File: config.mk
export PLATFORM = sky130hd
export DESIGN_NAME = calendar_date_stepper_core
export DESIGN_NICKNAME = d
export VERILOG_FILES = /design/src/hdl/cds_pkg.sv /design/src/hdl/calendar_date_stepper_core.sv
export SDC_FILE = /design/constraint.sdc
export NUM_CORES = 1
export LEC_CHECK = 0
export BUFFER_PORTS_ARGS = -buffer_cell sky130_fd_sc_hd__buf_4
export CAP_MARGIN = 5
export CORE_UTILIZATION = 55
export DETAILED_ROUTE_END_ITERATION = 10
export PLACE_DENSITY_LB_ADDON = 0.05
export SLEW_MARGIN = 20
export SYNTH_ARGS = -nofsm -noshare
export SYNTH_HDL_FRONTEND = slang
export SYNTH_SLANG_ARGS = --single-unit
File: constraint.sdc
create_clock -name clk -period 14.24 [get_ports clk]
set_clock_uncertainty 0.15 [all_clocks]
set_input_delay 0.712 -clock clk [delete_from_list [all_inputs] [get_ports clk]]
set_output_delay 0.712 -clock clk [all_outputs]
set_load 0.005 [all_outputs]
File: src/hdl/cds_pkg.sv
// ---------------------------------------------------------------------------
// cds_pkg - shared types and helpers for the calendar date stepper
// Item structs for both channels, action codes and month tables.
// ---------------------------------------------------------------------------
`default_nettype none

package cds_pkg;

  // action codes
  localparam logic [2:0] ACT_ADD_DAY   = 3'd0;
  localparam logic [2:0] ACT_ADD_MONTH = 3'd1;
  localparam logic [2:0] ACT_ADD_YEAR  = 3'd2;
  localparam logic [2:0] ACT_WEEKDAY   = 3'd3;
  localparam logic [2:0] ACT_NEXT_MON  = 3'd4;

  // month numbers
  localparam logic [3:0] MONTH_JAN = 4'd1;
  localparam logic [3:0] MONTH_FEB = 4'd2;
  localparam logic [3:0] MONTH_APR = 4'd4;
  localparam logic [3:0] MONTH_JUN = 4'd6;
  localparam logic [3:0] MONTH_SEP = 4'd9;
  localparam logic [3:0] MONTH_NOV = 4'd11;
  localparam logic [3:0] MONTH_DEC = 4'd12;

  // reciprocal of 100: floor(x / 100) == (x * 5243) >> 19 for x below 43699
  localparam int unsigned RECIP100_MUL   = 5243;
  localparam int unsigned RECIP100_SHIFT = 19;

  // year offset that keeps the zeller year positive, in whole 400-year cycles
  localparam logic [14:0] ZEL_YEAR_OFS = 15'd400;
  // -1 folded to +6 modulo 7
  localparam logic [10:0] ZEL_BIAS     = 11'd6;
  localparam logic [3:0]  WEEK_DAYS    = 4'd7;

  typedef struct packed {
    logic [2:0]  action;
    logic [13:0] in_year;
    logic [3:0]  in_month;
    logic [4:0]  in_day;
  } cds_in_t;

  typedef struct packed {
    logic [13:0] out_year;
    logic [3:0]  out_month;
    logic [4:0]  out_day;
    logic [2:0]  weekday;
  } cds_out_t;

  // zeller month term floor(13 * (mm + 1) / 5), with months 0..2 taken as 12..14
  function automatic logic [5:0] zel_month_term(input logic [3:0] m);
    logic [5:0] r;
    unique case (m)
      4'd0:    r = 6'd33;
      4'd1:    r = 6'd36;
      4'd2:    r = 6'd39;
      4'd3:    r = 6'd10;
      4'd4:    r = 6'd13;
      4'd5:    r = 6'd15;
      4'd6:    r = 6'd18;
      4'd7:    r = 6'd20;
      4'd8:    r = 6'd23;
      4'd9:    r = 6'd26;
      4'd10:   r = 6'd28;
      4'd11:   r = 6'd31;
      4'd12:   r = 6'd33;
      4'd13:   r = 6'd36;
      4'd14:   r = 6'd39;
      default: r = 6'd41;
    endcase
    return r;
  endfunction

  // length of a month
  function automatic logic [4:0] month_len(input logic [3:0] m, input logic leap);
    logic [4:0] r;
    if (m == MONTH_APR || m == MONTH_JUN || m == MONTH_SEP || m == MONTH_NOV) begin
      r = 5'd30;
    end else if (m == MONTH_FEB) begin
      r = leap ? 5'd29 : 5'd28;
    end else begin
      r = 5'd31;
    end
    return r;
  endfunction

  // 100 * q by shift and add
  function automatic logic [14:0] times100(input logic [7:0] q);
    return (15'(q) << 6) + (15'(q) << 5) + (15'(q) << 2);
  endfunction

endpackage

`default_nettype wire

File: src/hdl/calendar_date_stepper_core.sv
// ---------------------------------------------------------------------------
// calendar_date_stepper_core - gregorian date stepper with weekday
// Steps a date by a day, a month, a year or to the next monday, and gives
// the weekday of the input date.
// ---------------------------------------------------------------------------
// Usage:
//   An item (action, year, month, day) is taken on a clock edge with start
//   high and busy low. busy is low whenever the block is out of reset, so a
//   new item may be given on every cycle.
//   Each item gives exactly one result on out_item, flagged by out_valid for
//   a single cycle; there is no back-pressure on the result side.
//   Throughput is one item per cycle, since every stage takes a new item on
//   each edge. There are five register stages (year prep, reciprocal multiply
//   by 100, remainders and zeller sum, modulo-7 fold and month lengths,
//   final date select).
//   The multiply stage holds three parallel constant multipliers, two 14x13
//   and one 15x13.
//   Items in flight at once never interact, so results come out in the
//   order the items went in.
//   Reset (rst_n low, synchronous) clears every stage valid bit, drops any
//   items in flight and holds busy high for as long as it lasts.
// ---------------------------------------------------------------------------
`default_nettype none

module calendar_date_stepper_core (
  input  wire logic            clk,
  input  wire logic            rst_n,
  input  wire logic            start,
  output logic                 busy,
  input  wire cds_pkg::cds_in_t in_item,
  output logic                 out_valid,
  output cds_pkg::cds_out_t    out_item
);

  import cds_pkg::*;

  // ---------------- stage 1 : year prep ----------------
  logic        s1_vld_r;
  logic [2:0]  s1_act_r;
  logic [13:0] s1_y_r, s1_y1_r;
  logic [3:0]  s1_m_r;
  logic [4:0]  s1_d_r;
  logic [5:0]  s1_mt_r;
  logic [14:0] s1_yy_r;
  logic [14:0] s1_yy_nxt;

  // zeller year: shifted up a 400-year cycle, minus one for months up to february
  always_comb begin
    s1_yy_nxt = 15'(in_item.in_year) + ZEL_YEAR_OFS;
    if (in_item.in_month <= MONTH_FEB) begin
      s1_yy_nxt = s1_yy_nxt - 15'd1;
    end
  end

  assign busy = ~rst_n;

  // ---------------- stage 2 : divide by 100 ----------------
  logic        s2_vld_r;
  logic [2:0]  s2_act_r;
  logic [13:0] s2_y_r, s2_y1_r;
  logic [3:0]  s2_m_r;
  logic [4:0]  s2_d_r;
  logic [5:0]  s2_mt_r;
  logic [14:0] s2_yy_r;
  logic [7:0]  s2_qy_r, s2_qy1_r, s2_c_r;
  logic [27:0] s2_py_nxt, s2_py1_nxt, s2_pc_nxt;

  // reciprocal products
  always_comb begin
    s2_py_nxt  = 28'(s1_y_r)  * 28'(RECIP100_MUL);
    s2_py1_nxt = 28'(s1_y1_r) * 28'(RECIP100_MUL);
    s2_pc_nxt  = 28'(s1_yy_r) * 28'(RECIP100_MUL);
  end

  // ---------------- stage 3 : remainders, leap flags, zeller sum ----------------
  logic        s3_vld_r;
  logic [2:0]  s3_act_r;
  logic [13:0] s3_y_r, s3_y1_r;
  logic [3:0]  s3_m_r;
  logic [4:0]  s3_d_r;
  logic        s3_leap_y_r, s3_leap_y1_r;
  logic [10:0] s3_zsum_r;
  logic [14:0] ry_full, ry1_full, lo_full;
  logic [6:0]  ry, ry1, lo;
  logic        s3_leap_y_nxt, s3_leap_y1_nxt;
  logic [10:0] s3_zsum_nxt;

  always_comb begin
    ry_full  = 15'(s2_y_r)  - times100(s2_qy_r);
    ry1_full = 15'(s2_y1_r) - times100(s2_qy1_r);
    lo_full  = s2_yy_r      - times100(s2_c_r);
    ry  = ry_full[6:0];
    ry1 = ry1_full[6:0];
    lo  = lo_full[6:0];
    // gregorian rule: by 4 unless by 100, except by 400
    s3_leap_y_nxt  = (ry  != 7'd0) ? (s2_y_r[1:0]  == 2'd0) : (s2_qy_r[1:0]  == 2'd0);
    s3_leap_y1_nxt = (ry1 != 7'd0) ? (s2_y1_r[1:0] == 2'd0) : (s2_qy1_r[1:0] == 2'd0);
    // zeller sum, -2c taken as +5c
    s3_zsum_nxt = 11'(lo) + 11'(lo[6:2]) + 11'(s2_c_r[7:2])
                + (11'(s2_c_r) << 2) + 11'(s2_c_r)
                + 11'(s2_mt_r) + 11'(s2_d_r) + ZEL_BIAS;
  end

  // ---------------- stage 4 : modulo 7 and month lengths ----------------
  logic        s4_vld_r;
  logic [2:0]  s4_act_r;
  logic [13:0] s4_y_r, s4_y1_r;
  logic [3:0]  s4_m_r;
  logic [4:0]  s4_d_r;
  logic [2:0]  s4_wd_r;
  logic [4:0]  s4_len_cur_r, s4_len_mon_r, s4_len_yr_r;
  logic [4:0]  fold1;
  logic [3:0]  fold2;
  logic [3:0]  s4_mnext;
  logic [2:0]  s4_wd_nxt;

  always_comb begin
    // 8 == 1 modulo 7, so octal digits fold
    fold1 = 5'(s3_zsum_r[2:0]) + 5'(s3_zsum_r[5:3]) + 5'(s3_zsum_r[8:6])
          + 5'(s3_zsum_r[10:9]);
    fold2 = 4'(fold1[2:0]) + 4'(fold1[4:3]);
    s4_wd_nxt = (fold2 >= WEEK_DAYS) ? 3'(fold2 - WEEK_DAYS) : fold2[2:0];
    s4_mnext  = (s3_m_r < MONTH_DEC) ? s3_m_r + 4'd1 : MONTH_JAN;
  end

  // ---------------- stage 5 : final date ----------------
  logic        out_valid_r;
  cds_out_t    out_item_r;
  cds_out_t    out_item_nxt;
  logic        month_ok;
  logic [3:0]  step_n;
  logic [5:0]  day_sum;
  logic [13:0] y_res;
  logic [3:0]  m_res;
  logic [4:0]  d_res;

  always_comb begin
    month_ok = (s4_m_r >= MONTH_JAN) && (s4_m_r <= MONTH_DEC);
    // days to step: one, or up to the next monday
    if (s4_act_r == ACT_NEXT_MON && s4_wd_r != 3'd0) begin
      step_n = 4'd8 - 4'(s4_wd_r);
    end else begin
      step_n = 4'd1;
    end
    day_sum = 6'(s4_d_r) + 6'(step_n);
    y_res = s4_y_r;
    m_res = s4_m_r;
    d_res = s4_d_r;
    if (month_ok) begin
      unique case (s4_act_r)
        ACT_ADD_DAY, ACT_NEXT_MON: begin
          // a day past the month length stays put
          if (s4_d_r <= s4_len_cur_r) begin
            if (day_sum <= 6'(s4_len_cur_r)) begin
              d_res = day_sum[4:0];
            end else begin
              d_res = 5'(day_sum - 6'(s4_len_cur_r));
              if (s4_m_r < MONTH_DEC) begin
                m_res = s4_m_r + 4'd1;
              end else begin
                m_res = MONTH_JAN;
                y_res = s4_y1_r;
              end
            end
          end
        end
        ACT_ADD_MONTH: begin
          if (s4_m_r < MONTH_DEC) begin
            m_res = s4_m_r + 4'd1;
          end else begin
            m_res = MONTH_JAN;
            y_res = s4_y1_r;
          end
          if (s4_d_r > s4_len_mon_r) begin
            d_res = s4_len_mon_r;
          end
        end
        ACT_ADD_YEAR: begin
          y_res = s4_y1_r;
          if (s4_d_r > s4_len_yr_r) begin
            d_res = s4_len_yr_r;
          end
        end
        default: begin
        end
      endcase
    end
    out_item_nxt.out_year  = y_res;
    out_item_nxt.out_month = m_res;
    out_item_nxt.out_day   = d_res;
    out_item_nxt.weekday   = s4_wd_r;
  end

  // stage valid bits
  always_ff @(posedge clk) begin
    if (!rst_n) begin
      s1_vld_r    <= 1'b0;
      s2_vld_r    <= 1'b0;
      s3_vld_r    <= 1'b0;
      s4_vld_r    <= 1'b0;
      out_valid_r <= 1'b0;
    end else begin
      s1_vld_r    <= start & ~busy;
      s2_vld_r    <= s1_vld_r;
      s3_vld_r    <= s2_vld_r;
      s4_vld_r    <= s3_vld_r;
      out_valid_r <= s4_vld_r;
    end
  end

  // stage payload
  always_ff @(posedge clk) begin
    s1_act_r <= in_item.action;
    s1_y_r   <= in_item.in_year;
    s1_y1_r  <= in_item.in_year + 14'd1;
    s1_m_r   <= in_item.in_month;
    s1_d_r   <= in_item.in_day;
    s1_mt_r  <= zel_month_term(in_item.in_month);
    s1_yy_r  <= s1_yy_nxt;

    s2_act_r <= s1_act_r;
    s2_y_r   <= s1_y_r;
    s2_y1_r  <= s1_y1_r;
    s2_m_r   <= s1_m_r;
    s2_d_r   <= s1_d_r;
    s2_mt_r  <= s1_mt_r;
    s2_yy_r  <= s1_yy_r;
    s2_qy_r  <= s2_py_nxt[RECIP100_SHIFT +: 8];
    s2_qy1_r <= s2_py1_nxt[RECIP100_SHIFT +: 8];
    s2_c_r   <= s2_pc_nxt[RECIP100_SHIFT +: 8];

    s3_act_r     <= s2_act_r;
    s3_y_r       <= s2_y_r;
    s3_y1_r      <= s2_y1_r;
    s3_m_r       <= s2_m_r;
    s3_d_r       <= s2_d_r;
    s3_leap_y_r  <= s3_leap_y_nxt;
    s3_leap_y1_r <= s3_leap_y1_nxt;
    s3_zsum_r    <= s3_zsum_nxt;

    s4_act_r     <= s3_act_r;
    s4_y_r       <= s3_y_r;
    s4_y1_r      <= s3_y1_r;
    s4_m_r       <= s3_m_r;
    s4_d_r       <= s3_d_r;
    s4_wd_r      <= s4_wd_nxt;
    s4_len_cur_r <= month_len(s3_m_r, s3_leap_y_r);
    // december rolls to january, whose length needs no leap flag
    s4_len_mon_r <= month_len(s4_mnext, s3_leap_y_r);
    s4_len_yr_r  <= month_len(s3_m_r, s3_leap_y1_r);

    out_item_r <= out_item_nxt;
  end

  assign out_valid = out_valid_r;
  assign out_item  = out_item_r;

  // every item taken gives a result on out_valid
  a_lat_fwd : assert property (@(posedge clk) disable iff (!rst_n)
    (start && !busy) |-> ##5 out_valid)
    else $error("item taken without a result five cycles later");

  // no result without a matching item taken before it
  a_lat_bwd : assert property (@(posedge clk) disable iff (!rst_n)
    out_valid |-> $past(start && !busy, 5))
    else $error("result without a matching item");

  // weekday stays in range
  a_wd_range : assert property (@(posedge clk) disable iff (!rst_n)
    out_valid |-> (out_item.weekday < 3'd7))
    else $error("weekday out of range");

  // a weekday query leaves the date untouched
  a_query_pass : assert property (@(posedge clk) disable iff (!rst_n)
    (s4_vld_r && s4_act_r == ACT_WEEKDAY) |=>
      (out_item.out_year == $past(s4_y_r) && out_item.out_month == $past(s4_m_r)
       && out_item.out_day == $past(s4_d_r)))
    else $error("weekday query changed the date");

endmodule

`default_nettype wire

* Word level (Yosys, flattened, before mapping) *
Memory sizes are Yosys's and may differ from the RTL's. A register that Yosys moved wholly into a read port is not among the register bits.
Cells that the tools add are included.

operators by class
  add/subtract/negate cells = 29
  $mul = 3
  $lt $le $gt $ge = 10
  eq/ne operators = 13
  muxes and demuxes = 27
  bitwise operators = 4
  reduce and logical (&&, ||, !) cells = 19

operators by type and width
  kind                    number
  $mux 14                 4
  $mul 14x13->24 const B  2
  $add 7x7->7             6
  $pmux 14 s3             1
  $mul 15x13->27 const B  1
  $mux 5                  5
  $mux 4                  6
  $sub 7x7->7             3
  $eq 4x3->1 const B      4
  $eq 4x4->1 const B      4
  $add 14x9->15 const B   1
  $mux 15                 1
  $pmux 5 s3              1
  $sub 15x1->15 const B   1
  $add 14x1->14 const B   1
  $reduce_bool 7->1       2
  $add 11x3->11 const B   1
  $add 11x5->11           1
  $add 11x6->11           1
  $add 11x8->11           1
  $add 9x10->11           1
  $gt 5x5->1              2
  $add 8x6->9             1
  $add 4x1->4 const B     2
  31 further kinds        52

storage, ports and cells
  register bits after elaboration = 268
  memory bits (read-only) = 96
  bits of input ports = 29
  output and inout port bits = 28
  logic and storage cells = 151
  memories kept = 1

memory list
  name              words  bits a word  read ports  clocked after memory_dff  wr ports  line           RTL
  (name not given)  16     6            1           1                         0         cds_pkg.sv:52  unique case (m)

* Depth between registers and ports, before layout *
Gate-level depths: netlist of the first run.

  depth after elaboration = 10
  mapped depth = 20
  mapped depth without buffers = 20

* Worst setup path after synthesis of the first run *
OpenSTA, ideal clock, no wires.

  path type = register -> register
  start = register s1_y1_r[11]
  end = register s2_qy1_r[4]
  library setup time = 72 ps
  arrival = 4606 ps
  required time = 14018 ps
  setup slack = 9412 ps
  cell stages (with the launch flop) = 18
  path buffers = 0
  clock period less this slack = 4828 ps
  cells stage by stage = dfxtp_1 -> fa_1 -> ha_1 -> inv_1 -> fa_1 -> inv_1 -> fa_1 -> inv_1 -> fa_1 -> inv_1 -> ha_1 -> and4_1 -> a2111oi_0 -> o21ai_1 -> a221oi_1 -> inv_1 -> a21oi_1 -> xnor2_1

on the way
  word-level cells in the longest chain between the ends = 1

RTL lines
  element                 line                               RTL
  from (decl)             calendar_date_stepper_core.sv:40   logic [13:0] s1_y_r, s1_y1_r;
  from (signal assigned)  calendar_date_stepper_core.sv:215  s1_y1_r <= in_item.in_year + 14'd1;
  $mul 14x13->24          calendar_date_stepper_core.sv:71   s2_py1_nxt = 28'(s1_y1_r) * 28'(RECIP100_MUL);
  net s2_py1_nxt[23]      calendar_date_stepper_core.sv:66   logic [27:0] s2_py_nxt, s2_py1_nxt, s2_pc_nxt;
  to (signal assigned)    calendar_date_stepper_core.sv:229  s2_qy1_r <= s2_py1_nxt[RECIP100_SHIFT +: 8];
  to (decl)               calendar_date_stepper_core.sv:65   logic [7:0] s2_qy_r, s2_qy1_r, s2_c_r;

The timed path passes the listed nets, and every way through them passes these cells.
A chain may end at the register's enable or synchronous reset.

* Worst setup path in the final report of the first run *
Ends and elaborated chain as after synthesis.

==> flow_summary.toml, run 1 <==
[outcome]
outcome = "completed"

[yosys]
synth_edf_count = 0
synthDistinctLibCells = 65
syn_area_per_cell_um2 = 10.8
synthesis.nets = 2366
synthesis.area_um2 = 19000
seq_area_frac_synth_pct = 27.8
ys_ff_latch = 264
postSynthCellCount = 1756
synthFlopType = "dfxtp_1"
ys_warn_count = 0
async_reset_ff_share_pct = 0

[clock_tree]
cts_resized = 0
hold_buffers = 0
clk_pin_slew_ns = 0.06
cts_sinks = 264
cts_tree = "done"
cts-root-buf = "clkbuf_16"
max-clock-path-buffers = 3
clk_latency_ns = 0.55
h-tree-depth = 1
cts_inserted_buffers = 28
cts_setup_buffers = 0

[sta]
final-setup-viol-count = 0
setup_slack_ns = 8.96
worst_pin_slew_ns = 0.588
fin_setup_tns_ns = 0
finalMaxSlewViolations = 0
slew_headroom_pct = 60.5
rsz0062_at_grt = "false"
min_period_ns = 5.28
finalHoldViolations = 0
finalCritPeriodShare_pct = 37.1
max_freq_mhz = 189

[placement]
io_buffers = 56
detailed_place_hpwl_mm = 29.8
dpl_cell_area_um2 = 19900
place_ws_ns = 9.01
routabilityCongestion = 0.847

[route]
wl_per_cell_um = 15.5
dr_total_vias = 11300
postRouteAntennaNets = 0
drt-total-wl_mm = 35.6
drt_iter0_drc = 363
dr.pass1.iters = 4
via_per_inst = 4.93
drc = 0

[worst_setup_path]
end_kind = "flop"
path_max_fanout = 8
cp_cell_sequence = "fa_1, ha_1, inv_1, fa_1, inv_1, fa_1, inv_1, fa_1, inv_1, ha_1, and4_1, a2111oi_0, o21ai_1, a221oi_1, inv_1, a21oi_1, xnor2_1"
timing.rr.start = "s1_y1_r[11]$_DFF_P_"
r2r_end = "s2_qy1_r[4]$_DFF_P_"
critPathBufInv = 5
path_class = "reg2reg"
r2r_cells = 17
cp.required_ns = 14.57
crit_path_start_kind = "flop"
cp_top_family = "adder cells"
max_stage_delay_ns = 0.62
cpMostUsedCell = "inv_1"
path_depth = 17
cp.arrival_ns = 5.61
cpMaxStageDelayCell = "dfxtp_1"
r2r_setup_slack_ns = 8.96

[die]
design.die.area_um2 = 35300
num_rows = 67
fp.dieH_um = 188
chipWidth_um = 188
core_um2 = 33800
initial_utilization_pct = 56.3
io-pin-count = 57

[cells_and_area]
nets = 2441
diodes = 0
drive_above_1_share_pct = 6.91
postLayoutCellArea_um2 = 21000
synthToLayoutAreaGrowth_pct = 10.2

[global_routing]
grt_max_degree = 15
overflow = 0
grt_antenna_before_repair = 0
grt_pass1_wl_mm = 61.2
grt_pass1_vias = 12400
grt_usage_pct = 21.7

[hold_path]
hp-class = "in2reg"
min_delay_path_depth = 1
hold_end = "s1_d_r[0]$_DFF_P_"
hold_start = "in_item[0]"

[job]
max_cap_viol_count = 0
## layout by cell type (no fill, tap or decap), drive strengths merged, types with 4 or more instances in the layout
master | Yosys | routed
and3 | 6 | 6
xnor2 | 70 | 70
xor2 | 20 | 20
nand3 | 19 | 19
bufinv | 0 | 5
nor4 | 4 | 4
and2 | 10 | 10
clkinv | 0 | 5
fa | 227 | 227
o211ai | 4 | 4
nor2 | 55 | 55
mux2i | 5 | 5
mux2 | 15 | 15
a211oi | 4 | 4
nor3b | 5 | 5
o21ai | 35 | 35
clkbuf | 6 | 38
nand2 | 45 | 45
dfxtp | 264 | 264
o21a | 4 | 4
buf | 5 | 56
a21oi | 42 | 42
ha | 354 | 354
a21o | 16 | 16
a221oi | 4 | 4
nor3 | 17 | 17
inv | 451 | 452
nand4 | 14 | 14
nand2b | 6 | 6
nor2b | 6 | 6
## sequential cells by signal (all words and copies together), names as in the netlist, 6 cells and up
name	flops
out_item	26
s1_yy_r	15
s1_y1_r	14
s1_y_r	14
s2_y1_r	14
s2_y_r	14
s3_y1_r	14
s3_y_r	14
s4_y1_r	14
s4_y_r	14
s3_zsum_r	11
s2_c_r	8
s2_yy_r	7
s1_mt_r	6
s2_mt_r	6
## worst max-delay path by stage
stage                        start                   to  slack [ns]
5_1_grt        s1_y1_r[11]$_DFF_P_  s2_qy1_r[4]$_DFF_P_        8.66
6_report       s1_y1_r[11]$_DFF_P_  s2_qy1_r[4]$_DFF_P_        8.96
3_3_place_gp   s1_y1_r[11]$_DFF_P_  s2_qy1_r[4]$_DFF_P_        9.15
2_1_floorplan  s1_y1_r[11]$_DFF_P_  s2_qy1_r[4]$_DFF_P_        9.41
3_5_place_dp   s1_y1_r[11]$_DFF_P_  s2_qy1_r[4]$_DFF_P_        9.01
4_1_cts        s1_y1_r[11]$_DFF_P_  s2_qy1_r[4]$_DFF_P_        8.99
## kinds of logic after synthesis
family          after synthesis  synth area share, %
mux                          22                 1.59
buf+inv                     462                 9.18
fa+ha+maj                   581                 47.2
compound gates              139                 4.77
flops                       264                 27.8
xor+xnor                     90                 4.19
simple gates                198                 5.28
## cell usage after synthesis, drive strengths merged (2+ instances only)
cell type	n	share of area [%]
a2111oi	2	0.092
a211o	2	0.092
a211oi	4	0.16
a21boi	3	0.12
a21o	16	0.67
a21oi	42	1.1
a221oi	4	0.18
a22oi	2	0.079
a31o	2	0.092
a31oi	3	0.099
and2	10	0.33
and3	6	0.20
and4	3	0.14
buf	5	0.16
clkbuf	6	0.12
dfxtp	264	28
fa	227	24
ha	354	23
inv	451	8.9
mux2	15	1.1
mux2i	5	0.26
mux4	2	0.24
nand2	45	0.89
nand2b	6	0.20
nand3	19	0.53
nand3b	2	0.079
nand4	14	0.46
nor2	55	1.1
nor2b	6	0.20
nor3	17	0.47
nor3b	5	0.20
nor4	4	0.16
nor4b	3	0.14
o2111ai	3	0.14
o211ai	4	0.23
o21a	4	0.16
o21ai	35	0.92
o22ai	3	0.099
o311ai	3	0.18
o31a	2	0.092
xnor2	70	3.3
xor2	20	0.92
## stage by stage
step                      hold WS [ns]  instances  utilization [%]
final                            0.123       2300             62.0
after global placement           0.160       2249             59.0
after detailed placement         0.162       2249             59.0
after global routing            0.0945       2300             62.0
after CTS                       0.0916       2300             62.0
after floorplan                  0.160       1756                -
## final cells by class
| class | count | area, um2 |
|---|---|---|
| Timing Repair Buffer | 56 | 420 |
| Multi-Input combinational cell | 1030 | 12000 |
| Inverter | 451 | 1690 |
| Clock buffer | 38 | 800 |
| Fill cell | 2857 | 12800 |
| Tap cell | 448 | 561 |
| Clock inverter | 13 | 210 |
| Sequential cell | 264 | 5290 |
## routing by layer
metal,GRT usage (%),up-vias,routed length (um)
li1,-,5665,-
met1,30.8,5513,17600
met2,35.9,119,16400
met3,2.23,36,1070
met4,4.97,0,579
met5,0,-,0
Power of run 1 is not shown: default switching activity piles up to over one toggle a cycle in this logic, so the estimate is an artifact.
==> inputs of run 2 (changes only) <==
==> constraint.sdc (replaced) <==
create_clock -name clk -period 4.74 [get_ports clk]
set_clock_uncertainty 0.15 [all_clocks]
set_input_delay 0.237 -clock clk [delete_from_list [all_inputs] [get_ports clk]]
set_output_delay 0.237 -clock clk [all_outputs]
set_load 0.005 [all_outputs]
==> flow_summary.toml, run 2 (synthesis results as in run 1) <==
[clock_tree]
cts_sinks = 264
cts_tree = "done"
h-tree-depth = 1
cts_inserted_buffers = 28
max-clock-path-buffers = 3
clk_latency_ns = 0.54
clk_pin_slew_ns = 0.06
cts-root-buf = "clkbuf_16"

[global_routing]
overflow = 0
grt_usage_pct = 22.3
grt_antenna_before_repair = 0
grt_max_degree = 15
grt_pass1_vias = 12700
grt_pass1_wl_mm = 62.8

[route]
drt_iter0_drc = 280
dr.pass1.iters = 4
via_per_inst = 4.83
drc = 0
wl_per_cell_um = 15.3
postRouteAntennaNets = 0
drt-total-wl_mm = 37.9
dr_total_vias = 12000

[sta]
worst_pin_slew_ns = 0.602
final-setup-viol-count = 0
finalMaxSlewViolations = 0
finalCritPeriodShare_pct = 98.3
finalHoldViolations = 0
max_freq_mhz = 215
rsz0062_at_grt = "true"
slew_headroom_pct = 59.6
min_period_ns = 4.66

[cells_and_area]
mostFrequentLayoutCells = "426 x inv_1, 312 x ha_1, 232 x dfxtp_1"
final_common_cell = "inv_1"
synthToLayoutAreaGrowth_pct = 21.8
nets = 2616
drive_above_1_share_pct = 20.8
largest_reg_flops = 26
instances_no_fill = 2476

[outcome]
outcome = "completed"

[job]
max_cap_viol_count = 0

[placement]
detailed_place_hpwl_mm = 31.1
io_buffers = 56
place_inst = 2382
routabilityCongestion = 0.864

[die]
initial_utilization_pct = 56.3
io-pin-count = 57
fp.dieH_um = 188
core_um2 = 33800
num_rows = 67
design.die.area_um2 = 35300
chipWidth_um = 188

[worst_setup_path]
r2r_cells = 17
cp.arrival_ns = 4.93
path_max_fanout = 5
end_kind = "flop"
cp.required_ns = 5.01
path_class = "reg2reg"
crit_path_start_kind = "flop"

[hold_path]
min_delay_path_depth = 0
hp-class = "reg2reg"
-- run 2: cell count changes in the layout (fill, tap and decap cells not counted), moves of 7 or more --
cell,change
inv_2,+25
buf_4,+140
a21oi_2,+12
fa_1,-8
dfxtp_1,-32
fa_2,+8
ha_4,+38
o21ai_0,-7
inv_1,-25
ha_1,-42
a21oi_1,-15
dfxtp_4,+14
dlygate4sd3_1,+29
dfxtp_2,+18
-- run 2: critical path, stage by stage (launching register included) --
cell      delay [ns]
dfxtp_4         0.37
fa_1            0.47
ha_1            0.28
inv_1           0.04
fa_1            0.47
inv_1           0.06
fa_1            0.54
inv_1           0.06
fa_1            0.50
inv_2           0.05
ha_4            0.25
and4_4          0.20
a221oi_4        0.28
o221a_4         0.24
o21ai_4         0.07
nor4_4          0.30
nor3_2          0.08
xnor2_1         0.13
-- run 2: worst paths after layout --
| path | slack (ns) | start | to |
|---|---|---|---|
| worst max-delay path | 0.08 | s1_yy_r[12]$_DFF_P_ | s2_c_r[7]$_DFF_P_ |
| worst min-delay path | 0.17 | s2_act_r[2]$_DFF_P_ | s3_act_r[2]$_DFF_P_ |
| worst max register to register | 0.08 | s1_yy_r[12]$_DFF_P_ | s2_c_r[7]$_DFF_P_ |
| worst min register to register | 0.17 | s2_act_r[2]$_DFF_P_ | s3_act_r[2]$_DFF_P_ |
-- run 2: layout make-up --
cell class,count,area (um2)
fillers,2546,10600
multi-input cells,1030,12800
inverters,451,1690
clock inverters,13,135
repair buffers,231,1840
clock buffers,38,779
flip-flops and latches,264,5360
diodes,1,2.50
well taps,448,561
-- run 2: per-layer routing --
layer	track usage [%]	vias up	wire length, um
met5	0	-	0
met3	2.19	27	1000
met2	38.2	129	18500
met4	4.00	0	420
met1	30.8	5797	18000
li1	-	6012	-
-- run 2: per-stage QoR --
stage	cell area, um2	util (%)	hold WS (ns)	setup slack (ns)	setup TNS (ns)
finish	23200	68.6	0.175	0.0820	0
global route	23200	68.6	0.174	-0.0549	-0.119
CTS	22300	66.1	0.163	-0.0106	-0.0106
detailed placement	21000	62.0	0.162	-0.223	-1.24
global placement	21000	62.0	0.160	-0.135	-0.377
floorplan	19000	-	0.115	0.0111	0
-- run 2: what timing repair did --
item | CTS | global route
resized for setup | 34 | 153
setup buffers | 3 | 10
hold buffers | 29 | 0
pin swaps | 12 | 113
endpoints found under the setup margin | 14 | 18
hold endpoints to repair | 64 | 0
Power of run 2 is left out for the same reason.
